$ cat config.mk
export PLATFORM = sky130hd
export DESIGN_NAME = xdve_queue
export DESIGN_NICKNAME = d
export VERILOG_FILES = /design/src/xdve_pkg.sv /design/src/xdve_queue.sv
export SDC_FILE = /design/constraint.sdc
export NUM_CORES = 1
export LEC_CHECK = 0
export BUFFER_PORTS_ARGS = -buffer_cell sky130_fd_sc_hd__buf_2
export CAP_MARGIN = 30
export CORE_UTILIZATION = 57
export DETAILED_ROUTE_END_ITERATION = 16
export PLACE_DENSITY = 0.87
export SLEW_MARGIN = 15
export SYNTH_ARGS = -nofsm -noshare
export SYNTH_HDL_FRONTEND = slang
export SYNTH_SLANG_ARGS = --single-unit
$ cat constraint.sdc
create_clock -name i_clk -period 3.64 [get_ports i_clk]
set_clock_uncertainty 0.15 [all_clocks]
set_input_delay 0.728 -clock i_clk [delete_from_list [all_inputs] [get_ports i_clk]]
set_output_delay 0.728 -clock i_clk [all_outputs]
set_load 0.05 [all_outputs]
$ cat src/xdve_pkg.sv
`timescale 1ns / 1ps
// Package for the XOR delta vector encoder: constants, item types and the
// zero-count helpers. No dependencies.

package xdve_pkg;

    localparam int MAX_LENGTH = 1024;
    localparam int IDX_W      = $clog2(MAX_LENGTH);
    localparam int LEN_W      = 11;
    localparam int CNT_W      = 11;
    localparam int QDEPTH     = 4;
    localparam int QPTR_W     = $clog2(QDEPTH);
    localparam int QCNT_W     = $clog2(QDEPTH + 1);

    localparam logic [1:0] CMD_FIRST  = 2'd0;
    localparam logic [1:0] CMD_SECOND = 2'd1;
    localparam logic [1:0] CMD_LATER  = 2'd2;

    // leading count that no real XOR can reach, so the window is never reused
    localparam logic [5:0] LEAD_NONE = 6'd32;

    typedef struct packed {
        logic [1:0]  command;
        logic [31:0] word;
    } t_in_item;

    typedef struct packed {
        logic [31:0]      raw_word;
        logic             first_control;
        logic             second_control_valid;
        logic             second_control;
        logic             new_window;
        logic [4:0]       lz_count;
        logic [4:0]       tz_count;
        logic [31:0]      payload;
        logic [5:0]       payload_bits;
        logic             last;
        logic [CNT_W-1:0] window_count;
        logic [CNT_W-1:0] control_two_count;
    } t_out_item;

    // classified item passed from the front to the back through the queue
    typedef struct packed {
        logic [31:0]      word;
        logic             raw;
        logic             later;
        logic             vstart;
        logic             last;
        logic [IDX_W-1:0] idx;
    } t_task;

    // one element's stored state
    typedef struct packed {
        logic [31:0] prev;
        logic [5:0]  lead;
        logic [4:0]  trail;
    } t_entry;

    function automatic logic [4:0] clz32(input logic [31:0] x);
        logic [31:0] v;
        logic [4:0]  n;
        v = x;
        n = '0;
        if (v[31:16] == 16'd0) begin
            n[4] = 1'b1;
            v    = {v[15:0], 16'd0};
        end
        if (v[31:24] == 8'd0) begin
            n[3] = 1'b1;
            v    = {v[23:0], 8'd0};
        end
        if (v[31:28] == 4'd0) begin
            n[2] = 1'b1;
            v    = {v[27:0], 4'd0};
        end
        if (v[31:30] == 2'd0) begin
            n[1] = 1'b1;
            v    = {v[29:0], 2'd0};
        end
        if (v[31] == 1'b0) begin
            n[0] = 1'b1;
        end
        return n;
    endfunction

    function automatic logic [4:0] ctz32(input logic [31:0] x);
        logic [31:0] r;
        for (int i = 0; i < 32; i++) begin
            r[i] = x[31-i];
        end
        return clz32(r);
    endfunction

endpackage

$ cat src/xdve_queue.sv
`timescale 1ns / 1ps
// Short FIFO of classified items between front and back.
// Depends on xdve_pkg.

module xdve_queue (
    input  logic                i_clk,
    input  logic                i_rst_n,
    input  logic                i_push,
    input  xdve_pkg::t_task     i_task,
    output logic                o_ready,
    input  logic                i_pop,
    output logic                o_valid,
    output xdve_pkg::t_task     o_task
);

    xdve_pkg::t_task             r_mem [xdve_pkg::QDEPTH];
    logic [xdve_pkg::QPTR_W-1:0] r_wr;
    logic [xdve_pkg::QPTR_W-1:0] r_rd;
    logic [xdve_pkg::QCNT_W-1:0] r_cnt;
    logic                        do_push;
    logic                        do_pop;

    assign o_ready = r_cnt != xdve_pkg::QCNT_W'(xdve_pkg::QDEPTH);
    assign o_valid = r_cnt != '0;
    assign o_task  = r_mem[r_rd];
    assign do_push = i_push && o_ready;
    assign do_pop  = i_pop && o_valid;

    always_ff @(posedge i_clk) begin
        if (do_push) begin
            r_mem[r_wr] <= i_task;
        end
    end

    always_ff @(posedge i_clk) begin
        if (!i_rst_n) begin
            r_wr  <= '0;
            r_rd  <= '0;
            r_cnt <= '0;
        end else begin
            if (do_push) begin
                r_wr <= r_wr + 1'b1;
            end
            if (do_pop) begin
                r_rd <= r_rd + 1'b1;
            end
            if (do_push && !do_pop) begin
                r_cnt <= r_cnt + 1'b1;
            end else if (do_pop && !do_push) begin
                r_cnt <= r_cnt - 1'b1;
            end
        end
    end

endmodule

==> results of run 1 <==
-- cell families (layout without fill, tap and decap cells) --
kind of cell,after synthesis,after routing,synth area share [%]
buffers and inverters,14,139,1.83
muxes,49,49,15.1
other,0,1,0
xor gates and xnor gates,4,4,0.487
DFF,193,193,79.3
adders and majority gates,6,6,1.15
and+or+nand+nor,17,17,1.27
AOI/OAI and AO/OA,5,5,0.852
-- power by group through the flow --
stage	combinational, µW	clock [µW]	sequential (µW)
finish	2050	1760	2860
global route	2160	1860	2900
CTS	2080	1790	2870
detailed placement	2080	0	2920
global placement	2050	0	2900
floorplan	1790	0	2810
-- registers in the layout, summed over array words and instances (netlist names), named ones only --
name / cells
r_cnt: 3
r_rd: 2
r_wr: 2
r_mem: 184
-- layer usage --
layer	wire length, µm	vias to the layer above	global-route usage (%)
met2	5890	87	31.5
met4	243	0	9.35
met1	4880	1644	24.3
met5	0	-	0
met3	577	20	5.72
li1	-	1443	-
-- cell usage after synthesis, drive strengths merged --
cell / n / area, µm²
buf: 9 / 111
ha: 5 / 62.6
nor2: 1 / 3.75
o21ai: 1 / 5.00
dfxtp: 9 / 180
xor2: 1 / 8.76
or3: 2 / 12.5
edfxtp: 184 / 5530
xnor2: 3 / 26.3
nand2: 5 / 18.8
mux2i: 3 / 30.0
fa: 1 / 20.0
a21boi: 2 / 18.8
clkbuf: 2 / 8.75
mux4: 46 / 1060
nor2b: 1 / 6.26
o31ai: 1 / 21.3
and2: 8 / 50.1
o311ai: 1 / 16.3
inv: 3 / 11.3
-- layout by cell type (no fill, tap or decap), types with 2 or more instances in the layout --
cell type    n
edfxtp_1   184
buf_2       97
mux4_2      40
clkbuf_16   17
clkbuf_1     8
dfxtp_1      7
mux4_1       6
nand2_1      5
ha_1         5
buf_12       5
and2_2       4
and2_1       4
inv_1        3
xnor2_1      3
mux2i_1      3
or3_1        2
clkinv_2     2
bufinv_16    2
buf_4        2
-- per-stage QoR --
step / power [µW] / hold WS [ps]
2_1_floorplan: 4600 / 318
5_1_grt: 6920 / 349
3_3_place_gp: 4950 / 326
4_1_cts: 6740 / 344
3_5_place_dp: 4990 / 349
6_report: 6680 / 357
-- worst max-delay path, cell delays in order (launching register included) --
cell and delay (ps):
dfxtp_4 610, buf_4 370, mux4_2 550, buf_2 230
-- cell type report --
type	instances	area, µm²
clock buffers	26	469
clock inverters	6	86.3
repair buffers	104	601
multi-input cells	81	1360
well taps	168	210
flip-flops and latches	193	5710
fillers	772	3710
diodes	1	2.50
inverters	3	11.3
-- worst min path at each step --
stage	startpoint	to	slack (ps)	depth (start not counted)
2_1_floorplan	r_wr[1]	r_wr[1]	320	2
3_3_place_gp	r_wr[0]	r_wr[0]	330	2
3_5_place_dp	r_wr[1]	r_wr[1]	350	2
4_1_cts	i_task[36]	r_mem[1][36]	340	1
5_1_grt	i_task[20]	r_mem[1][20]	350	1
6_report	r_wr[1]	r_wr[1]	360	2
==> results_dict.tcl, run 1 <==
set metrics [dict create \
    fp.dieH_um 114 \
    grt_max_degree 31 \
    area_growth_pct 17.5 \
    viasPerCell 5.49 \
    tritoncts "yes" \
    grt_usage_pct 19.4 \
    antenna_found_initial 1 \
    endpoint_kind "output port" \
    routedWlPerCell_um 19.9 \
    hp-class "reg2reg" \
    dp.cells 549 \
    synth-seq-area-share_pct 79.3 \
    hpwl_mm 7.31 \
    die-area_mm2 0.0131 \
    drt_iter0_drc 241 \
    setup_tns_ps 0 \
    synthesis.nets 344 \
    setup_violations 0 \
    path_class "reg2out" \
    cts_made_buffers 17 \
    via_count 3194 \
    stdcell_area_mm2 0.00845 \
    r2r_start "r_cnt[0]" \
    cts_setup_buffers 0 \
    hold_viol 0 \
    setup_ws_ps 570 \
    cp-start-kind "flip-flop" \
    powerDensity_mw_per_mm2 790 \
    critPathRequiredTime_ps 2760 \
    initial_core_util_pct 59.2 \
    fin_crit_ps 3070 \
    ys_seq_elements 193 \
    cts_sinks 193 \
    port_buffers 97 \
    core_area_mm2 0.0122 \
    stdcell_count 582 \
    r2r_cells 8 \
    cp_data_arrival_time_ps 2190 \
    rows 40 \
    gp_congestion 0.683 \
    drc_errors 0 \
    rr_endpoint "r_cnt[2]" \
    syn_inst 288 \
    pwr-share-comb_pct 30.7 \
    avgSynthCellArea_um2 25.0 \
    endpoint "o_task[36]" \
    cts_max_path_buffers 2 \
    final_layout_size_suffix_gt1_share_pct 42.9 \
    grt_setup_unrepaired "no" \
    die_w_um 114 \
    nNetsFinal 456 \
    htree_levels 4 \
    pin_count 98 \
    pre_cts_slack_ps 912 \
    cts_root_buffer "clkbuf_16" \
    p_seq_share_pct 42.9 \
    clk_pin_slew_ps 60 \
    yosys_warnings 0 \
    cp_max_fo 22 \
    cts_resized 0 \
    clockPowerShare_pct 26.4 \
    clock_latency_ps 430 \
    detailed_place.area_mm2 0.00790 \
    status "complete, no violations" \
    grt_pass1_vias 3427 \
    ir_drop_mv 0.483 \
    ant_nets 0 \
    synth_cell_types 25 \
    tightest_slew_ps 769 \
    drt_first_pass_iters 4 \
    internal_power_uw 4410 \
    fmax_mhz 326 \
    p_sw_share_pct 34.0 \
    cap_violations 0 \
    power.switching_uw 2270 \
    grt.overflow.total 0 \
    p_leak_uw 0.00286 \
    drt_wl_total_mm 11.6 \
    fin_util_pct 69.5 \
    drv_slew 0 \
    cts-hold-fix-buffers 0 \
    reg2reg_slack_ps 1100 \
    slew_headroom_pct 48.7 \
    fin_crit_sh_pct 84.3 \
    grt_pass1_wl_mm 17.8 \
    syn_area_mm2 0.00720 \
]
Note: power is estimated with default switching activity, not from simulation.
==> inputs of run 2 (changes only) <==
- ABC_AREA: unset -> 1
- CORE_UTILIZATION: 57 -> 51
- PLACE_DENSITY: 0.87 -> 0.83
- clock period: 3.64 -> 2.5 ns (I/O delays scaled with it)
==> run 2 against run 1 <==
Against the previous run: total power increased by 50%; routed wire length rose by 27%; synthesized cell count up 78%; flip-flop and latch count stayed put; clock power rose by 44%; area after synthesis rose by 2.2%; final cell count increased by 38%.
==> results_dict.tcl, run 2 <==
set metrics [dict create \
    status "complete, no violations" \
    yosys_warnings 0 \
    tightest_slew_ps 471 \
    fmax_mhz 406 \
    cp_data_arrival_time_ps 1810 \
    top_register "r_mem" \
    seqCellArea_mm2 0.00571 \
    core_area_mm2 0.0140 \
    cap_violations 0 \
    antenna_found_initial 1 \
    synth.area.top_cells "edfxtp_1 75%, nor2_1 5.1%, o21ai_0 4.0%, o22ai_1 3.4%, dfxtp_1 2.4%" \
    setup_violations 0 \
    gp_congestion 0.751 \
    port_buffers 97 \
    final_cell_mix "184 x edfxtp_1, 96 x nor2_1, 79 x buf_2" \
    syn_area_mm2 0.00736 \
    grt_use_met3_pct 5.15 \
    drv_slew 0 \
    synth_area_leader_cell "edfxtp_1" \
    nNetsFinal 670 \
    powerDensity_mw_per_mm2 1150 \
    slew_headroom_pct 68.6 \
    layout_commonest_cell "edfxtp_1" \
    die_w_um 122 \
    yosysMostFrequentCell "edfxtp_1" \
    path_class "reg2out" \
    detailed_place.area_mm2 0.00811 \
    endpoint_kind "output port" \
    grt_setup_unrepaired "yes" \
    grt_pass1_vias 4497 \
    ys_seq_elements 193 \
    hpwl_mm 8.78 \
    num-fill-cells 1066 \
    fin_crit_sh_pct 98.6 \
    grt.overflow.total 0 \
    routedWlPerCell_um 18.2 \
    largestRegisters "r_mem (184), r_cnt (3)" \
    hp-class "in2reg" \
    area_growth_pct 18.5 \
    critPathRequiredTime_ps 1850 \
    cp_max_fo 26 \
    via_count 4489 \
    fp.dieH_um 122 \
    grt_usage_pct 21.0 \
    cts_root_buffer "clkbuf_16" \
    grtUsageMet2_pct 36.5 \
    synth_cell_types 21 \
    viasPerCell 5.57 \
    cts_made_buffers 17 \
    ant_nets 0 \
    avgSynthCellArea_um2 14.3 \
    stdcell_area_mm2 0.00871 \
    initial_core_util_pct 52.6 \
    synth_top_area_share_pct 75.1 \
    multi_input_area_mm2 0.00142 \
    cts_setup_buffers 0 \
    cts_max_path_buffers 2 \
    antenna_cells 0 \
    fin_crit_ps 2460 \
    p_leak_uw 0.00308 \
    rows 43 \
    final_layout_size_suffix_gt1_share_pct 25.1 \
    largest_reg_flops 184 \
    pin_count 98 \
    synth_ff_type "edfxtp_1" \
    clk_pin_slew_ps 60 \
    async_flop_share_pct 0 \
    drt_iter0_drc 346 \
    cts_sinks 193 \
    drt_first_pass_iters 5 \
    syn_inst 513 \
    hold_ws_ps 129 \
    die-area_mm2 0.0149 \
    synth.top_cells.by_count "184 x edfxtp_1, 100 x nor2_1, 59 x o21ai_0, 40 x o22ai_1, 34 x o21ai_1" \
    hold_viol 0 \
    grt.busiest_layer "met2" \
    cp-start-kind "flip-flop" \
    synth_edf_count 184 \
    drt_wl_total_mm 14.7 \
    ir_drop_mv 0.703 \
    htree_levels 4 \
    clock_latency_ps 430 \
    grt_pass1_wl_mm 22.4 \
    grt_max_degree 61 \
    tritoncts "yes" \
    synth-seq-area-share_pct 77.6 \
    synthesis.nets 569 \
    grt_use_met1_pct 23.4 \
    drc_errors 0 \
]
-- run 2: cell types whose count changed in the layout (fill, tap and decap cells not counted), moves of 10 or more --
cell	change
buf_2	-18
clkbuf_4	+15
inv_1	+10
mux4_2	-40
nand2_1	+10
nor2_1	+95
o21ai_0	+58
o21ai_1	+34
o22ai_1	+40
-- run 2: power breakdown --
group,total (µW),internal [µW],switching [µW]
combinational,3460,864,2590
clock,2530,1450,1080
sequential,4050,3930,117
total,10000,6250,3790
-- run 2: worst paths after layout --
path / startpoint / endpoint / slack (ps) / cells after the start
setup reg to reg: r_cnt[1] / r_cnt[1] / 450 / 9
hold reg to reg: r_rd[0] / r_rd[0] / 380 / 2
setup / recovery: flip-flop / o_task[41] / 40 / 5
hold / removal: i_task[39] / r_mem[2][39] / 130 / 1
-- run 2: worst max-delay path, cell delays in order, from the launching register on --
cell and delay (ps):
dfxtp_4 400, clkinv_1 70, buf_4 290, o21ai_0 170
o22ai_2 150, buf_2 290
-- run 2: what timing repair did --
item | CTS | global route
hold buffers | 0 | 0
endpoints found under the setup margin | 21 | 21
resized for setup | 4 | 16
-- run 2: cells by family (layout without fill, tap and decap cells) --
| family | Yosys count | count (layout) | synth area share [%] |
|---|---|---|---|
| DFF | 193 | 193 | 77.6 |
| adders and majority gates | 6 | 6 | 1.12 |
| buffers and inverters | 45 | 158 | 3.49 |
| AOI/OAI and AO/OA | 142 | 142 | 11.0 |
| xor gates and xnor gates | 1 | 1 | 0.119 |
| and+or+nand+nor | 126 | 126 | 6.75 |
-- run 2: cell type report --
cell class / count / area share (%)
multi-input cells: 275 / 16.3
repair buffers: 111 / 8.49
clock inverters: 12 / 1.35
inverters: 16 / 0.704
well taps: 180 / 2.58
flip-flops and latches: 193 / 65.6
clock buffers: 19 / 4.97
-- run 2: per-stage QoR --
stage / power [µW] / setup TNS (ps) / utilization, % / setup WS (ps) / instances
finish: 10000 / 0 / 62.3 / 35.5 / 806
global route: 10500 / -246 / 62.3 / -58.9 / 806
CTS: 10000 / 0 / 62.0 / 4.10 / 806
detailed placement: 7510 / 0 / 58.0 / 392 / 775
global placement: 7410 / 0 / 58.0 / 416 / 775
floorplan: 6660 / -77890 / - / -423 / 513
-- run 2: layer usage --
| layer | up-vias | wire [µm] |
|---|---|---|
| li1 | 2111 | - |
| met3 | 35 | 617 |
| met1 | 2227 | 5840 |
| met4 | 2 | 491 |
| met5 | - | 13 |
| met2 | 114 | 7740 |
==> inputs of run 3 (changes only) <==
- BUFFER_PORTS_ARGS: -buffer_cell sky130_fd_sc_hd__buf_2 -> unset
- CAP_MARGIN: 30 -> 20
- CORE_UTILIZATION: 51 -> 56
- DONT_BUFFER_PORTS: unset -> 1
- PLACE_DENSITY: 0.83 -> 0.82
==> run 3 against run 2 <==
Against the previous run: total power rose by 4.1%; via count rose by 0.27%; register-to-register slack improved by 70 ps; sequential share of layout area fell by 2.8 points; final area rose by 4.3%; global-route usage rose by 2.0 points; critical endpoint is now o_task[29].
==> results_dict.tcl, run 3 (synthesized netlist as in run 2, its figures left out) <==
set metrics [dict create \
    die_w_um 117 \
    grt_pass1_vias 4519 \
    seqCellArea_mm2 0.00571 \
    drt_iter0_drc 391 \
    grt_use_met3_pct 6.54 \
    tritoncts "yes" \
    cts_made_buffers 17 \
    power.switching_uw 3870 \
    grt.busiest_layer "met2" \
    status "complete, no violations" \
    setup_violations 0 \
    layout_commonest_cell "edfxtp_1" \
    clk_pin_slew_ps 60 \
    endpoint_kind "output port" \
    setup_ws_ps 100 \
    largest_reg_flops 184 \
    powerDensity_mw_per_mm2 1150 \
    grt_max_degree 51 \
    fin_crit_ps 2400 \
    initial_core_util_pct 57.8 \
    p_leak_uw 0.00316 \
    critPathRequiredTime_ps 1850 \
    path_class "reg2out" \
    top_register "r_mem" \
    largestRegisters "r_mem (184), r_cnt (3)" \
    ant_nets 0 \
    detailed_place.area_mm2 0.00801 \
    stdcell_area_mm2 0.00909 \
    fin_crit_sh_pct 96.0 \
    cts_sinks 193 \
    p_sw_share_pct 37.1 \
    cap_violations 0 \
    grt_setup_unrepaired "no" \
    core_area_mm2 0.0127 \
    die-area_mm2 0.0136 \
    port_buffers 0 \
    p_seq_share_pct 38.8 \
    hpwl_mm 8.52 \
    drt_wl_total_mm 15.3 \
    crit_path_cell_trace "inv_4 > buf_12 > nor2_1 > o22ai_1 > buf_4" \
    gp_congestion 0.744 \
    drt_first_pass_iters 5 \
    tightest_slew_ps 411 \
    hp-class "in2reg" \
    htree_levels 4 \
    pin_count 98 \
    fmax_mhz 417 \
    cp-start-kind "flip-flop" \
    cts_root_buffer "clkbuf_16" \
    antenna_found_initial 0 \
    finalPower_uw 10500 \
    multi_input_area_mm2 0.00142 \
    routedWlPerCell_um 19.1 \
    grtUsageMet2_pct 41.3 \
    hold_viol 0 \
    nNetsFinal 670 \
    fp.dieH_um 117 \
    crit_path_max_incr_delay_ps 360 \
    grt_use_met1_pct 25.5 \
    area_growth_pct 23.6 \
    grt.overflow.total 0 \
    grt_usage_pct 23.0 \
    cp_slowest_cell "dfxtp_2" \
    pwr-share-comb_pct 36.8 \
    final_cell_mix "184 x edfxtp_1, 96 x nor2_1, 59 x o21ai_0" \
    ir_drop_mv 0.827 \
    drv_slew 0 \
    final_layout_size_suffix_gt1_share_pct 17.6 \
    slew_headroom_pct 72.6 \
    viasPerCell 5.64 \
    setup_tns_ps 0 \
    rows 41 \
    drc_errors 0 \
    pre_cts_slack_ps 376 \
    via_count 4501 \
    cp_data_arrival_time_ps 1750 \
    clockPowerShare_pct 24.5 \
    num-fill-cells 867 \
    internal_power_uw 6580 \
    cp_max_fo 33 \
    cts_max_path_buffers 2 \
    clock_latency_ps 420 \
    grt_pass1_wl_mm 22.5 \
    antenna_cells 0 \
]
[run 3: cell count changes in the layout (fill, tap and decap cells not counted), sizes merged]
cell | previous run | this run
clkbuf | 34 | 23
dlygate4sd3 | 0 | 46
clkinv | 8 | 3
buf | 96 | 64
inv | 15 | 17
[run 3: layout make-up]
cell class	instances	area share (%)
clock buffers	22	4.89
clock inverters	9	1.20
inverters	16	0.730
multi-input cells	275	15.7
flip-flops and latches	193	62.8
well taps	172	2.37
repair buffers	111	12.4
[run 3: worst paths after layout]
| check | from | endpoint | slack [ps] | cells past startpoint |
|---|---|---|---|---|
| worst max-delay path | flip-flop | o_task[29] | 100 | 5 |
| worst min-delay path | i_task[38] | r_mem[3][38] | 20 | 0 |
| worst max register to register | r_cnt[1] | r_cnt[1] | 520 | 9 |
| worst min register to register | r_rd[1] | flip-flop | 370 | 2 |
[run 3: critical path, delay by kind of cell, from the launching register on]
kind	cells	cell delay, ps
and+or+nand+nor	1	70
AOI/OAI and AO/OA	1	240
DFF	1	360
buffers and inverters	3	660
[run 3: repair_timing]
item,CTS,global route
hold endpoints to repair,170,0
gates resized for setup,2,11
gates cloned,0,1
setup buffers,0,0
endpoints found under the setup margin,7,16
hold buffers,46,0
[run 3: metrics by stage]
stage | util [%] | hold slack (ps) | std cells
floorplan | - | 315 | 513
global placement | 63.0 | 328 | 720
detailed placement | 63.0 | 363 | 720
CTS | 71.0 | 0.00150 | 797
global route | 71.4 | 1.40 | 798
finish | 71.4 | 21.6 | 798
[run 3: metal layers]
layer	vias up	wire length, µm
li1	2101	-
met1	2215	5980
met2	168	8170
met3	17	966
met4	0	169
met5	-	0
[run 3: power by group through the flow]
stage               sequential (µW)  clock [µW]  combinational (µW)
CTS                            4040        2590                3800
global route                   4070        2710                4070
floorplan                      4080           0                2580
global placement               4080           0                3610
detailed placement             4100           0                3700
finish                         4050        2560                3840
