### config.mk
export PLATFORM = sky130hd
export DESIGN_NAME = xdve_front_flat
export DESIGN_NICKNAME = d
export VERILOG_FILES = /design/src/xdve_pkg.sv /design/src/xdve_in_if.sv /design/src/xdve_cfg_if.sv /design/src/xdve_front.sv /design/src/flat_wrapper.sv
export SDC_FILE = /design/constraint.sdc
export NUM_CORES = 1
export LEC_CHECK = 0
export BUFFER_PORTS_ARGS = -buffer_cell sky130_fd_sc_hd__buf_2
export CAP_MARGIN = 20
export CORE_ASPECT_RATIO = 0.7
export CORE_MARGIN = 4
export CORE_UTILIZATION = 47
export DETAILED_ROUTE_END_ITERATION = 8
export PLACE_DENSITY = 0.93
export SYNTH_ARGS = -nofsm -noshare
export SYNTH_HDL_FRONTEND = slang
export SYNTH_SLANG_ARGS = --single-unit
### constraint.sdc
create_clock -name i_clk -period 7.01 [get_ports i_clk]
set_input_delay 0.701 -clock i_clk [delete_from_list [all_inputs] [get_ports i_clk]]
set_output_delay 0.701 -clock i_clk [all_outputs]
set_load 0.01 [all_outputs]
### src/xdve_pkg.sv
`timescale 1ns / 1ps
// Package for the XOR delta vector encoder: constants, item types and the
// zero-count helpers. No dependencies.

package xdve_pkg;

    localparam int MAX_LENGTH = 1024;
    localparam int IDX_W      = $clog2(MAX_LENGTH);
    localparam int LEN_W      = 11;
    localparam int CNT_W      = 11;
    localparam int QDEPTH     = 4;
    localparam int QPTR_W     = $clog2(QDEPTH);
    localparam int QCNT_W     = $clog2(QDEPTH + 1);

    localparam logic [1:0] CMD_FIRST  = 2'd0;
    localparam logic [1:0] CMD_SECOND = 2'd1;
    localparam logic [1:0] CMD_LATER  = 2'd2;

    // leading count that no real XOR can reach, so the window is never reused
    localparam logic [5:0] LEAD_NONE = 6'd32;

    typedef struct packed {
        logic [1:0]  command;
        logic [31:0] word;
    } t_in_item;

    typedef struct packed {
        logic [31:0]      raw_word;
        logic             first_control;
        logic             second_control_valid;
        logic             second_control;
        logic             new_window;
        logic [4:0]       lz_count;
        logic [4:0]       tz_count;
        logic [31:0]      payload;
        logic [5:0]       payload_bits;
        logic             last;
        logic [CNT_W-1:0] window_count;
        logic [CNT_W-1:0] control_two_count;
    } t_out_item;

    // classified item passed from the front to the back through the queue
    typedef struct packed {
        logic [31:0]      word;
        logic             raw;
        logic             later;
        logic             vstart;
        logic             last;
        logic [IDX_W-1:0] idx;
    } t_task;

    // one element's stored state
    typedef struct packed {
        logic [31:0] prev;
        logic [5:0]  lead;
        logic [4:0]  trail;
    } t_entry;

    function automatic logic [4:0] clz32(input logic [31:0] x);
        logic [31:0] v;
        logic [4:0]  n;
        v = x;
        n = '0;
        if (v[31:16] == 16'd0) begin
            n[4] = 1'b1;
            v    = {v[15:0], 16'd0};
        end
        if (v[31:24] == 8'd0) begin
            n[3] = 1'b1;
            v    = {v[23:0], 8'd0};
        end
        if (v[31:28] == 4'd0) begin
            n[2] = 1'b1;
            v    = {v[27:0], 4'd0};
        end
        if (v[31:30] == 2'd0) begin
            n[1] = 1'b1;
            v    = {v[29:0], 2'd0};
        end
        if (v[31] == 1'b0) begin
            n[0] = 1'b1;
        end
        return n;
    endfunction

    function automatic logic [4:0] ctz32(input logic [31:0] x);
        logic [31:0] r;
        for (int i = 0; i < 32; i++) begin
            r[i] = x[31-i];
        end
        return clz32(r);
    endfunction

endpackage

### src/xdve_in_if.sv
`timescale 1ns / 1ps
// Input item channel: valid/ready handshake carrying command and word.
// Depends on xdve_pkg.

interface xdve_in_if;
    logic               valid;
    logic               ready;
    xdve_pkg::t_in_item data;

    modport source (output valid, output data, input ready);
    modport sink   (input valid, input data, output ready);
endinterface

### src/xdve_cfg_if.sv
`timescale 1ns / 1ps
// Configuration write channel carrying the vector length register.
// Depends on xdve_pkg.

interface xdve_cfg_if;
    logic                       valid;
    logic                       ready;
    logic [xdve_pkg::LEN_W-1:0] data;

    modport source (output valid, output data, input ready);
    modport sink   (input valid, input data, output ready);
endinterface

### src/xdve_front.sv
`timescale 1ns / 1ps
// Front end: vector length register, element counter and item classification.
// Depends on xdve_pkg, xdve_in_if and xdve_cfg_if.

module xdve_front (
    input  logic                i_clk,
    input  logic                i_rst_n,
    xdve_in_if.sink             i_in,
    xdve_cfg_if.sink            i_cfg,
    input  logic                i_q_ready,
    output logic                o_q_valid,
    output xdve_pkg::t_task     o_q_task
);

    logic [xdve_pkg::LEN_W-1:0] r_len;
    logic [xdve_pkg::IDX_W-1:0] r_cnt;
    logic [xdve_pkg::IDX_W-1:0] n_cnt;
    logic [xdve_pkg::LEN_W-1:0] len_eff;
    logic [xdve_pkg::IDX_W:0]   cnt_inc;
    logic                       is_last;
    logic                       accept;

    assign i_cfg.ready = 1'b1;
    assign i_in.ready  = i_q_ready;
    assign accept      = i_in.valid && i_q_ready;

    always_comb begin
        if (r_len == '0) begin
            len_eff = xdve_pkg::LEN_W'(1);
        end else if (r_len > xdve_pkg::LEN_W'(xdve_pkg::MAX_LENGTH)) begin
            len_eff = xdve_pkg::LEN_W'(xdve_pkg::MAX_LENGTH);
        end else begin
            len_eff = r_len;
        end
    end

    assign cnt_inc = {1'b0, r_cnt} + 1'b1;
    assign is_last = xdve_pkg::LEN_W'(cnt_inc) >= len_eff;
    assign n_cnt   = is_last ? '0 : cnt_inc[xdve_pkg::IDX_W-1:0];

    always_comb begin
        o_q_valid       = i_in.valid;
        o_q_task.word   = i_in.data.word;
        o_q_task.raw    = i_in.data.command == xdve_pkg::CMD_FIRST;
        o_q_task.later  = i_in.data.command[1];
        o_q_task.vstart = r_cnt == '0;
        o_q_task.last   = is_last;
        o_q_task.idx    = r_cnt;
    end

    always_ff @(posedge i_clk) begin
        if (!i_rst_n) begin
            r_len <= xdve_pkg::LEN_W'(xdve_pkg::MAX_LENGTH);
            r_cnt <= '0;
        end else begin
            if (i_cfg.valid) begin
                r_len <= i_cfg.data;
            end
            if (accept) begin
                r_cnt <= n_cnt;
            end
        end
    end

endmodule

### src/flat_wrapper.sv
// flat-port wrapper written by rule: the top's interface ports become plain ports
module xdve_front_flat 
  (i_clk, i_rst_n, i_q_ready, o_q_valid, o_q_task, i_in_valid, i_in_data, i_in_ready, i_cfg_valid, i_cfg_data, i_cfg_ready);
  xdve_in_if i_in_i ();
  xdve_cfg_if i_cfg_i ();
  input  logic i_clk;
  input  logic i_rst_n;
  input  logic i_q_ready;
  output logic o_q_valid;
  output xdve_pkg::t_task o_q_task;
  input wire logic [$bits(i_in_i.valid)-1:0] i_in_valid;
  input wire logic [$bits(i_in_i.data)-1:0] i_in_data;
  output wire logic [$bits(i_in_i.ready)-1:0] i_in_ready;
  input wire logic [$bits(i_cfg_i.valid)-1:0] i_cfg_valid;
  input wire logic [$bits(i_cfg_i.data)-1:0] i_cfg_data;
  output wire logic [$bits(i_cfg_i.ready)-1:0] i_cfg_ready;
  assign i_in_i.valid = i_in_valid;
  assign i_in_i.data = i_in_data;
  assign i_in_ready = i_in_i.ready;
  assign i_cfg_i.valid = i_cfg_valid;
  assign i_cfg_i.data = i_cfg_data;
  assign i_cfg_ready = i_cfg_i.ready;
  xdve_front u_core (.i_clk(i_clk), .i_rst_n(i_rst_n), .i_in(i_in_i), .i_cfg(i_cfg_i), .i_q_ready(i_q_ready), .o_q_valid(o_q_valid), .o_q_task(o_q_task));
endmodule
==> results.txt, run 1 <==
The flow ran to the end, and the final reports show no timing, DRC or antenna violations. The first routing iteration left 91 violations. The synthesized netlist devotes 8.56% of its cell area to compound gates. The run gives 0 as the number of endpoints with negative hold slack in the final report. The critical path start-end classification is flop to output port. The number of rows created at floorplan was 17; the internal portion of total power was 0.179 mW. The analysis attributes to net switching a power of 0.0671 mW.

Setup repair after global routing left no endpoint under its margin. The switching share of total power was 27.3%. After Yosys synthesis, full adders, half adders and majority gates account for 9.93% of the synthesized area.

From left edge to right edge, the die measures 78.6 um. Most common cell after layout, fill and taps aside: buf_2. The arrival time at the worst endpoint is 3250 ps. Routability-driven placement finished with a final weighted congestion of 0.895. The run gives 14.6% as the combined global-route utilization of all metal layers. The peak supply drop was 0.0946 mV. The tools report the clock network power share as 32.6%. Leaving out fill and tap cells, the most frequent cells in the layout are buf_2, nand2_1, dfxtp_1. The number of max-cap violations came out at 0. In the final layout, the share of cells above drive strength 1 is 21.0%. Sequential elements use 25.7% of the synthesized area. For the pin with the worst max-slew slack, the measured transition is 846 ps. The minimum clock period came out at 3950 ps. The biggest area contributor in the post-synthesis netlist is dfxtp_1.

Counting every net in the synthesized netlist gives 273. Buffers inserted to repair hold after CTS numbered 0. Clock tree synthesis found a total of 21 sinks. On the final layout, the worst hold slack is 529 ps. The run gives 1172 as the via count of the first global-routing pass.

STA classifies the critical path startpoint as a flop. Setup violations remaining at the end of the flow were counted as 0. The global-route wire length before repair is 5.33 mm. The number of warnings reported in the yosys synthesis log is 0. The highest fanout seen on the critical path is 11, and the final net count is 264. The logs give 210 for the gate count after technology mapping and 320 for the number of filler cells placed in the layout. The initial cell density of the core is 50.3%, and the area taken by flip-flops and latches is 420 um^2.

The logs give 1 for the CTS H-tree depth and 4 for the total iterations of the first detailed-routing run. The vertical extent of the die was 57.4 um; the average instance area after synthesis was 7.80 um^2. In the finished design, the share of the clock period the worst path needs comes to 56.3%.

The synthesized netlist devotes 4.28% of its cell area to XOR and XNOR gates. Global route total overflow: 0. By area the synthesized netlist is led by dfxtp_1, buf_4, ha_1. The tools report the sort of element at the end of the critical path as an output port.

In this run the remaining antenna-violating nets after routing total 0. Prior to clock tree synthesis, the placed netlist has a worst setup slack of 3430 ps. The later pin in the worst-skew pair is clocked with a latency of 260 ps.

The initial antenna violation count is 0, and the final sum of negative setup slack is 0 ps. The routed layout has 1303 vias. TritonCTS built the clock tree. The area share of the largest cell type after synthesis is 25.7%, and the relative slew slack is 43.6%. For the post-cts repair resize count, the log shows 0. In this run the worst hold path is classified as flop to flop. After synthesis the cells add up to 1640 um^2.

Power spread over the standard cell area amounts to 155 nW/um^2. The final layout contains routed wiring with a total length of 3.21 mm. The multi-input combinational cells in the finished layout cover a total of 858 um^2. DRC violations left: 0. The number of ports placed on the die boundary is 99. In the post-route analysis, the smallest setup slack over all paths is 3060 ps. The power share of the sequential group is 52.0%. In this run the clock root is driven by a clkbuf_8.

The logs give 17 for the largest net degree at the start of global routing and 2.58 mm for the post-detailed-placement half-perimeter wirelength. The portion of synthesized area spent on multiplexers is 6.11%. The async set or reset register ratio after synthesis was 0%. The achievable clock frequency was 253 MHz; the count of port buffers added during placement was 33.

Number of flops mapped to enable cells by yosys: 0. The flip-flop cell with the highest count after synthesis is dfxtp_1. Across the routed clock network, the largest skew measured is 6.60 ps. The die covers 4510 um^2. At the worst endpoint, the required time is 6310 ps.

The detailed-route vias per instance is 5.28. Clock-pin slew was measured on the worst setup and hold paths at 80 ps. The simple-gate area share of the yosys netlist works out to 23.3%. Static leakage power: 0.709 nW. Cells fill 48.6% of the core in the end.

Relative to the synthesized area, the layout overhead comes to -3.36%. Dividing the detail-routed wire length by the instance count gives 13.0 um. The number of pins with negative max-slew slack in the final report was 0. Counting the buffers created by CTS gives 3.

The number of diodes added for antenna fixing came out at 0. The logs give 15.4% for the fraction of power consumed by combinational cells and 3250 um^2 for the total core area. The post-synthesis sequential element count is 21. Once the clock tree was built, the setup fixing pass inserted 0 buffers. By area, the combinational part of the netlist is dominated by simple AND/OR/NAND/NOR gates. The logs give 32 for the distinct cell type count of the synthesized netlist and 2 for the maximum buffer depth of the clock tree.
==> metal layers <==
| metal | vias to the layer above | part of all wire, % | global-route usage, % |
|---|---|---|---|
| li1 | 653 | - | - |
| met1 | 602 | 48 | 19.8 |
| met2 | 46 | 43 | 21.9 |
| met3 | 2 | 9.1 | 6.47 |
| met4 | 0 | 0.25 | 1.75 |
| met5 | - | 0 | 0 |
==> cells by family (layout without fill, tap and decap cells) <==
kind of cell	after synthesis	in the layout
XOR/XNOR	8	8
flip-flops	21	21
other	1	1
multiplexers	10	10
AND/OR/NAND/NOR	77	77
buffers and inverters	56	46
AO/OA/AOI/OAI	24	24
adder cells (fa/ha/maj)	13	13
==> metrics by stage <==
step                      total power, mW  std cells  instance area, um^2
final                               0.246        247                 1580
after global routing                0.261        247                 1580
after CTS                           0.249        247                 1580
after detailed placement            0.168        243                 1540
after global placement              0.167        243                 1540
after floorplan                     0.176        210                 1640
==> worst max-delay path, stage by stage, from the launching register on <==
cell	delay (ps)
dfxtp_1	460
ha_1	300
nand4_1	180
nor2_1	180
xor2_1	240
ha_1	290
a21oi_1	130
o21ai_0	110
a21oi_1	670
nand2_1	220
buf_2	210
==> cells in the mapped netlist (2+ instances only) <==
master and instances:
xor2_1 3, nand4_1 7, buf_4 38, o21ai_0 5, nor4_1 3, inv_1 8
nand3_1 12, nand2_1 24, a21oi_1 10, xnor2_1 5, o211ai_1 3, buf_2 5
nor3_1 6, o21ai_1 2, nor2_2 2, nor2b_1 2, ha_1 13, nor2_1 15
clkbuf_1 4, dfxtp_1 21, a31oi_1 2, mux2i_1 10
==> power groups by stage <==
stage	sequential, mW	combinational, mW	clock (mW)
finish	0.128	0.0379	0.0803
global route	0.129	0.0429	0.0895
CTS	0.128	0.0381	0.0832
detailed placement	0.131	0.0378	0
global placement	0.130	0.0363	0
floorplan	0.130	0.0460	0
==> path summary, 6_finish.rpt <==
path | start | end | slack [ps] | cells after the start
setup / recovery | u_core.r_cnt[0] | o_q_task[10] | 3060 | 10
hold / removal | u_core.r_len[9] | u_core.r_len[9] | 530 | 2
setup reg to reg | u_core.r_cnt[0] | u_core.r_cnt[7] | 3890 | 10
hold reg to reg | u_core.r_len[9] | u_core.r_len[9] | 530 | 2
==> sequential cells by signal, indices dropped and copies added (netlist names) <==
| register | cells |
|---|---|
| u_core.r_cnt | 10 |
| u_core.r_len | 11 |
==> cell type report <==
type                            instances  share of cell area (%)
Clock buffer                            3                    2.61
Clock inverter                          1                   0.316
Inverter                                9                    2.13
Multi-Input combinational cell        133                    54.2
Sequential cell                        21                    26.6
Tap cell                               47                    3.72
Timing Repair Buffer                   33                    10.4
(Power assumes the default switching activity.)
==> run 2, diff against run 1 <==
ABC_AREA = 1   (was unset)
CORE_UTILIZATION = 44   (was 47)
PLACE_DENSITY = 0.88   (was 0.93)
clock period = 3.67 ns   (was 7.01 ns; I/O delays follow)
==> run 2 against run 1 <==
Via count is 9.1% higher. Critical path depth grew 6. First-iteration DRC count rose by 60%. Non-clock buffer count did not move. Setup slack lost 2500 ps. Flip-flop and latch count did not move.
==> results.txt, run 2 <==
The run finished with clean final reports. Global routing consumed, over all layers together, 15.4% of the routing resources. The via count of the first global-routing pass was 1252; the count of buffers added by post-CTS timing repair for setup was 0.

The met2 routed wirelength came out at 1.56 mm. The highest fanout seen on the critical path is 11, and the number of filler cells placed in the layout is 384. Number of flip-flops in the largest register: 11. Relative area change from synthesis to final layout: -1.57%. The tightest min-delay check is of the input pin to flop type. The vertical extent of the die works out to 59.6 um. Of the total power, the share spent switching nets is 29.6%.

Clock network power share: 32.1%. The worst path uses 84.7% of the clock period. The floorplan has 18 rows. For the DRC violations left, the log shows 0.

The library cells used most frequently in the layout, excluding fill and tap cells, are nand2_1, buf_2, nor2_1. For this design the static power due to leakage is 0.790 nW. Counting the buffers created by CTS gives 3.

The worst setup path is of the flop to output port kind. The repair_antennas step left the layout with diodes totalling 0. Setup violations remaining at the end of the flow were counted as 0. The final non-filler cell area came out at 1650 um^2. The core region is 3600 um^2.

The initial cell density of the core is 46.5%. For the number of endpoints with negative hold slack in the final report, the log shows 0. The number of hold buffers added after CTS was 0. The share of synthesized area in the top cell type comes to 25.1%.

Setup repair after global routing left no endpoint under its margin. The fraction of final layout cells with drive strength greater than 1 was 22.6%. Summed over all nets, wire length on met3 after detailed routing comes to 231 um. The clock net sink count is 21, and the global route total overflow is 0. Startpoint type of the worst setup path: a flop. For the final clock skew, the log shows 4.29 ps. Number of DRC markers after the initial detailed-route iteration: 146. In the synthesized netlist, the cells that appear most often are nand2_1, buf_4, nor2_1. The initial antenna violation count is 0, and the detailed-route vias per instance is 4.92. By area the synthesized netlist is led by dfxtp_1, buf_4, nand2_1. Buffers placed on the I/O ports in this run total 33. The async set or reset register ratio after synthesis was 0%. The final net count was 303.

The synthesized design contains 0 enable-type register cells. The most used flip-flop cell after synthesis is dfxtp_1. The largest registers in the layout are u_core.r_len (11), u_core.r_cnt (10). The power share of the sequential group came out at 49.9%. nand2_1 is the most common cell in the netlist. Synthesis produced a netlist with a net count of 306.

Summed over all layers, the routed wires come to 3.43 mm. For the final routed database, the setup TNS stands at 0 ps. The run gives 863 um^2 as the area occupied by multi-input gates. The post-synthesis sequential element count was 21; the die area was 4870 um^2. Across the VDD grid, the largest voltage drop is 0.173 mV. The average instance in the mapped netlist occupies 6.89 um^2. In this run the power density over the cells is 298 nW/um^2. STA puts the critical path data arrival time at 2740 ps.

The average detailed-routed wire length per instance is 11.9 um, and the net switching power is 0.146 mW. Entering global routing, the biggest net connects 14 pins. The routed layout has 1421 vias. More flip-flops sit in one register than any other, and that register is u_core.r_len.

The HPWL after detailed placement is 2.77 mm. In this run the remaining antenna-violating nets after routing total 0. The clock tree root driver cell was clkbuf_8. The biggest area contributor in the post-synthesis netlist is dfxtp_1. For the global-route wire length before repair, the log shows 5.77 mm. For this block, wires on met1 add up to 1.62 mm. Once placement finished, the instance area stood at 1600 um^2. The internal power of the cells totals 0.347 mW. The logs give 3300 ps for the critical path data required time and 25.1% for the sequential element share of the synthesized area. Routability-driven placement finished with a final weighted congestion of 0.926. In this run the deepest clock path goes through 2 buffers. Timing would allow up to 322 MHz. The topmost layer with routed signal wires was met4.

TritonCTS built the clock tree. For this run, the detailed router's first-pass iteration total came to 4. Clock transition at the registers of the reported paths: 80 ps. The CTS H-tree depth was 1. In this run the horizontal extent of the chip is 81.8 um.

Synthesis produced a netlist whose cell count is 243. The number of warnings reported in the yosys synthesis log came out at 0. The library cell used most frequently in the layout, excluding fill and tap cells, is nand2_1. The fraction of power consumed by combinational cells is 17.9%, and the post-cts repair resize count is 0.

The area taken by flip-flops and latches was 420 um^2; the later-pin clock latency in the skew report was 270 ps. Pin placement for this block handled 99 I/O pins. Number of pins with negative max-slew slack in the final report: 0.

The routed design could run at a clock period as short as 3110 ps. The number of different library cells used by synthesis comes to 28. The summed instance area of the synthesized netlist was 1680 um^2. STA classifies the critical path endpoint as an output port. The number of max-cap violations came out at 0.
[run 2: cell count changes in the layout (fill, tap and decap cells not counted), sizes merged, moves of 3 or more]
cell    delta
o211ai     -3
or2        +3
clkinv     +3
o21ai      +5
xnor2      -4
nor3       -6
a21oi      +5
nand3      +3
mux2i     -10
nor2      +19
nand4      -6
inv       +12
nand2     +26
[run 2: power groups by stage]
stage / logic (mW) / clock network (mW) / registers [mW]
floorplan: 0.101 / 0 / 0.249
global placement: 0.0841 / 0 / 0.250
detailed placement: 0.0878 / 0 / 0.251
CTS: 0.0891 / 0.160 / 0.246
global route: 0.101 / 0.171 / 0.247
finish: 0.0883 / 0.158 / 0.246
[run 2: final timing paths]
check                  start               end  slack, ps  cells past startpoint
max          u_core.r_cnt[0]      o_q_task[10]        560                     16
min           i_cfg_data[10]  u_core.r_len[10]        300                      3
max reg2reg  u_core.r_cnt[0]   u_core.r_cnt[9]       1020                     16
min reg2reg  u_core.r_cnt[8]   u_core.r_cnt[8]        500                      2
[run 2: worst max-delay path, stage by stage (launching register included)]
cell	delay, ps
dfxtp_1	460
ha_1	220
nand2_2	80
nor2_4	130
nand2_2	60
xor2_1	180
clkinv_2	90
ha_1	310
nand2_1	100
inv_2	40
nand2_1	50
nand2_1	50
nand2_1	50
nand2_1	60
nor2_2	360
inv_1	70
buf_2	150
[run 2: per-layer routing]
metal	vias up	GRT usage (%)
met4	0	2.13
met5	-	0
met1	660	20.3
met2	38	24.5
li1	721	-
met3	2	5.62
[run 2: kinds of logic (layout without fill, tap and decap cells)]
group	count (synthesis)	in the layout	synth area share (%)
flops	21	21	25.1
buf+inv	65	61	23.4
fa+ha+maj	13	13	9.71
simple gates	110	110	29.7
compound gates	27	27	8.29
other cells	1	1	0.224
xor+xnor	6	6	3.58
[run 2: layout make-up]
class | instances | area share (%)
Clock buffer | 3 | 2.50
Clock inverter | 1 | 0.303
Inverter | 24 | 5.54
Multi-Input combinational cell | 157 | 52.4
Sequential cell | 21 | 25.5
Tap cell | 50 | 3.79
Timing Repair Buffer | 33 | 10.0
[run 2: through the flow]
step | util (%) | instances | hold slack, ps | power, mW | worst slack, ps
2_1_floorplan | - | 243 | 477 | 0.351 | 1100
3_3_place_gp | 44.5 | 285 | 484 | 0.335 | 924
3_5_place_dp | 44.5 | 285 | 496 | 0.339 | 873
4_1_cts | 45.8 | 289 | 303 | 0.494 | 556
5_1_grt | 45.8 | 289 | 319 | 0.520 | 353
6_report | 45.8 | 289 | 304 | 0.492 | 560
==> run 3, diff against run 2 <==
CORE_UTILIZATION = 40   (was 44)
PLACE_DENSITY = 0.84   (was 0.88)
clock period = 2.55 ns   (was 3.67 ns; I/O delays follow)
==> run 3 against run 2 <==
The run now ends with setup timing left. Flip-flop and latch count unchanged. Combinational power increased by 87%. Sequential share of layout area decreased by 2.9 points. Sequential power increased by 44%. Worst hold slack got worse by 92 ps. Via count increased by 5.3%. Clock-buffer cell count increased by 1. Critical path type unchanged.
==> results.txt, run 3 (synthesis results as in run 2) <==
The internal portion of total power is 0.520 mW. The count of nets left with antenna violations once routing finished came out at 0. Once layout is complete, the utilization of the core stands at 47.1%. The run gives 141 ps as the minimum setup slack after placement.

TritonCTS built the clock tree. STA classifies the critical path endpoint as an output port. The critical path start-end classification was flop to output port.

Global routing consumed, over all layers together, 14.6% of the routing resources. The global-route wire length before repair came out at 6.51 mm. The run gives 4.13 mm as the detailed-route wire length. The initial antenna violation count was 0. The final reports fail on setup timing. The setup violation total in the final timing report was 1. The peak supply drop was 0.233 mV; the post-detailed-placement half-perimeter wirelength was 3.02 mm.

For this run, the post-layout net count is 308. The DRC violations left came out at 0. The relative area change from synthesis to final layout was 11.7%; the fraction of power consumed by combinational cells was 22.1%. The number of rows created at floorplan was 19. More flip-flops sit in one register than any other, and that register is u_core.r_len.

The detailed router finished its first iteration with 66 violations. The logs give 99 for the number of ports placed on the die boundary and 5.40 ps for the final clock skew. Fraction of final layout cells with drive strength greater than 1: 34.0%. The worst path in the final design needs a cycle of 2680 ps, including I/O delays and setup. The CTS H-tree depth was 1; the clock transition at the registers of the reported paths was 80 ps. The tools report the number of endpoints with negative hold slack in the final report as 0. The cell with the largest stage delay on the worst path was dfxtp_1. Of the total power, the share spent switching nets is 30.5%. The critical path goes through or2_4, nor4_4, nor2_2, clkinv_4, nand2_2, ha_4, nand2_2, inv_2, nand2_1, nor2_1, nand2_1, nand2_1, nor2_2, inv_1, buf_2. For the achievable clock frequency, the log shows 373 MHz. Dividing the detail-routed wire length by the instance count gives 13.9 um. The delay of the slowest critical-path stage was 340 ps; the count of port buffers added during placement was 33. The final critical path takes up 105% of the cycle.

The number of pins with negative max-slew slack in the final report came out at 0. The largest registers in the layout are u_core.r_len (11), u_core.r_cnt (10). The core region is 3970 um^2. Entering global routing, the biggest net connects 14 pins. At the later pin of the worst-skew pair, clock insertion delay measures 260 ps. Number of hold buffers added after CTS: 0. The startpoint type of the worst setup path is a flop. In this run the static leakage power is 0.857 nW.

Clock tree synthesis selected as its root buffer the cell clkbuf_8. After global routing the overflow that remains totals 0. TritonCTS created 3 clock buffers. The logs give 1482 for the via count of the first global-routing pass and 42.2% for the initial cell density of the core. The die is 85.4 um wide. In this run, flip-flops and latches consume 47.6% of the power. The clock net sink count was 21; the arrival time at the worst endpoint was 2430 ps. The register with the most flip-flops in the layout has 11 of them. The run finished, with violations left. The critical path contains buffers and inverters numbering 4 combined.

The clock passes through at most 2 buffers. For this design the ratio of total power to cell area is 400 nW/um^2. The run gives 211 ps as the worst-case hold slack. The most common cell after layout, fill and taps aside was nand2_1.

Setup repair after global routing could not meet its margin everywhere. The tools report the clock network power share as 30.4%. After detailed routing, the number of vias per cell comes to 5.06.

The logs give 4 for the total iterations of the first detailed-routing run and -134 ps for the setup slack after layout. Grouping stages by cell kind, the critical path spends the most delay in simple AND/OR/NAND/NOR gates. The number of max-cap violations is 0, and the number of filler cells placed in the layout is 384. Leaving out fill and tap cells, the most frequent cells in the layout are nand2_1, buf_2, nor2_1. Last weighted congestion value of the routability-driven placer: 0.865. The tools report the die area as 5300 um^2. The most prevalent standard cell on the critical path is nand2_1. Data on the critical path is required at its endpoint by 2300 ps. Measured along the y axis, the die boundary spans 62.1 um. The number of antenna diodes in the final layout is 0. The highest fanout seen on the critical path is 8, and the net switching power is 0.228 mW.

Type of the most critical hold path: input pin to flop. The total number of vias is 1497.
[run 3: cell types whose count changed in the layout (fill, tap and decap cells not counted), moves of 3 or more]
| cell | delta |
|---|---|
| nand2_4 | +3 |
| ha_4 | +8 |
| nand2_1 | -9 |
| buf_4 | +5 |
| ha_1 | -8 |
| nand2_2 | +6 |
[run 3: layout make-up]
class / count / area [um^2] / share of cell area (%)
clock buffer: 4 / 45.0 / 2.41
tap: 52 / 65.1 / 3.48
timing repair buffer: 38 / 203 / 10.8
multi-input combinational: 157 / 1040 / 55.5
inverter: 24 / 96.3 / 5.15
sequential: 21 / 423 / 22.6
[run 3: timing repair]
action,in CTS,in global routing
buffers inserted,1,0
pin swaps,3,9
gates resized for setup,4,27
endpoints found under the setup margin,1,11
[run 3: power groups by stage]
stage	Clock, mW	Sequential, mW	Combinational [mW]
CTS	0.226	0.352	0.141
finish	0.227	0.355	0.165
global route	0.242	0.357	0.183
detailed placement	0	0.359	0.135
floorplan	0	0.359	0.146
global placement	0	0.358	0.130
[run 3: final timing paths]
path	from	to	slack (ps)	cells after the start
setup / recovery	u_core.r_len[0]	o_q_task[10]	-130	15
hold / removal	i_cfg_data[5]	u_core.r_len[5]	210	3
setup reg to reg	u_core.r_len[0]	u_core.r_cnt[2]	110	16
hold reg to reg	u_core.r_cnt[8]	u_core.r_cnt[8]	490	2
[run 3: tightest hold or removal path: cells and delay by family]
family | cells | cell delay [ps]
buffers and inverters | 1 | 70
AND/OR/NAND/NOR | 2 | 110
[run 3: metal layers]
metal / wire length, um / global-route usage, % / share of wire [%]
met5: 0 / 0 / 0
met4: 96 / 2.96 / 2.3
met3: 350 / 5.42 / 8.5
met2: 1870 / 23.4 / 45
met1: 1810 / 18.8 / 44
[run 3: through the flow]
stage	TNS, ps	instances	total power, mW	area [um^2]
after floorplan	0	243	0.505	1680
after global placement	0	291	0.489	1640
after detailed placement	0	291	0.495	1640
after CTS	-123	296	0.719	1720
after global routing	-286	296	0.782	1870
final	-134	296	0.747	1870
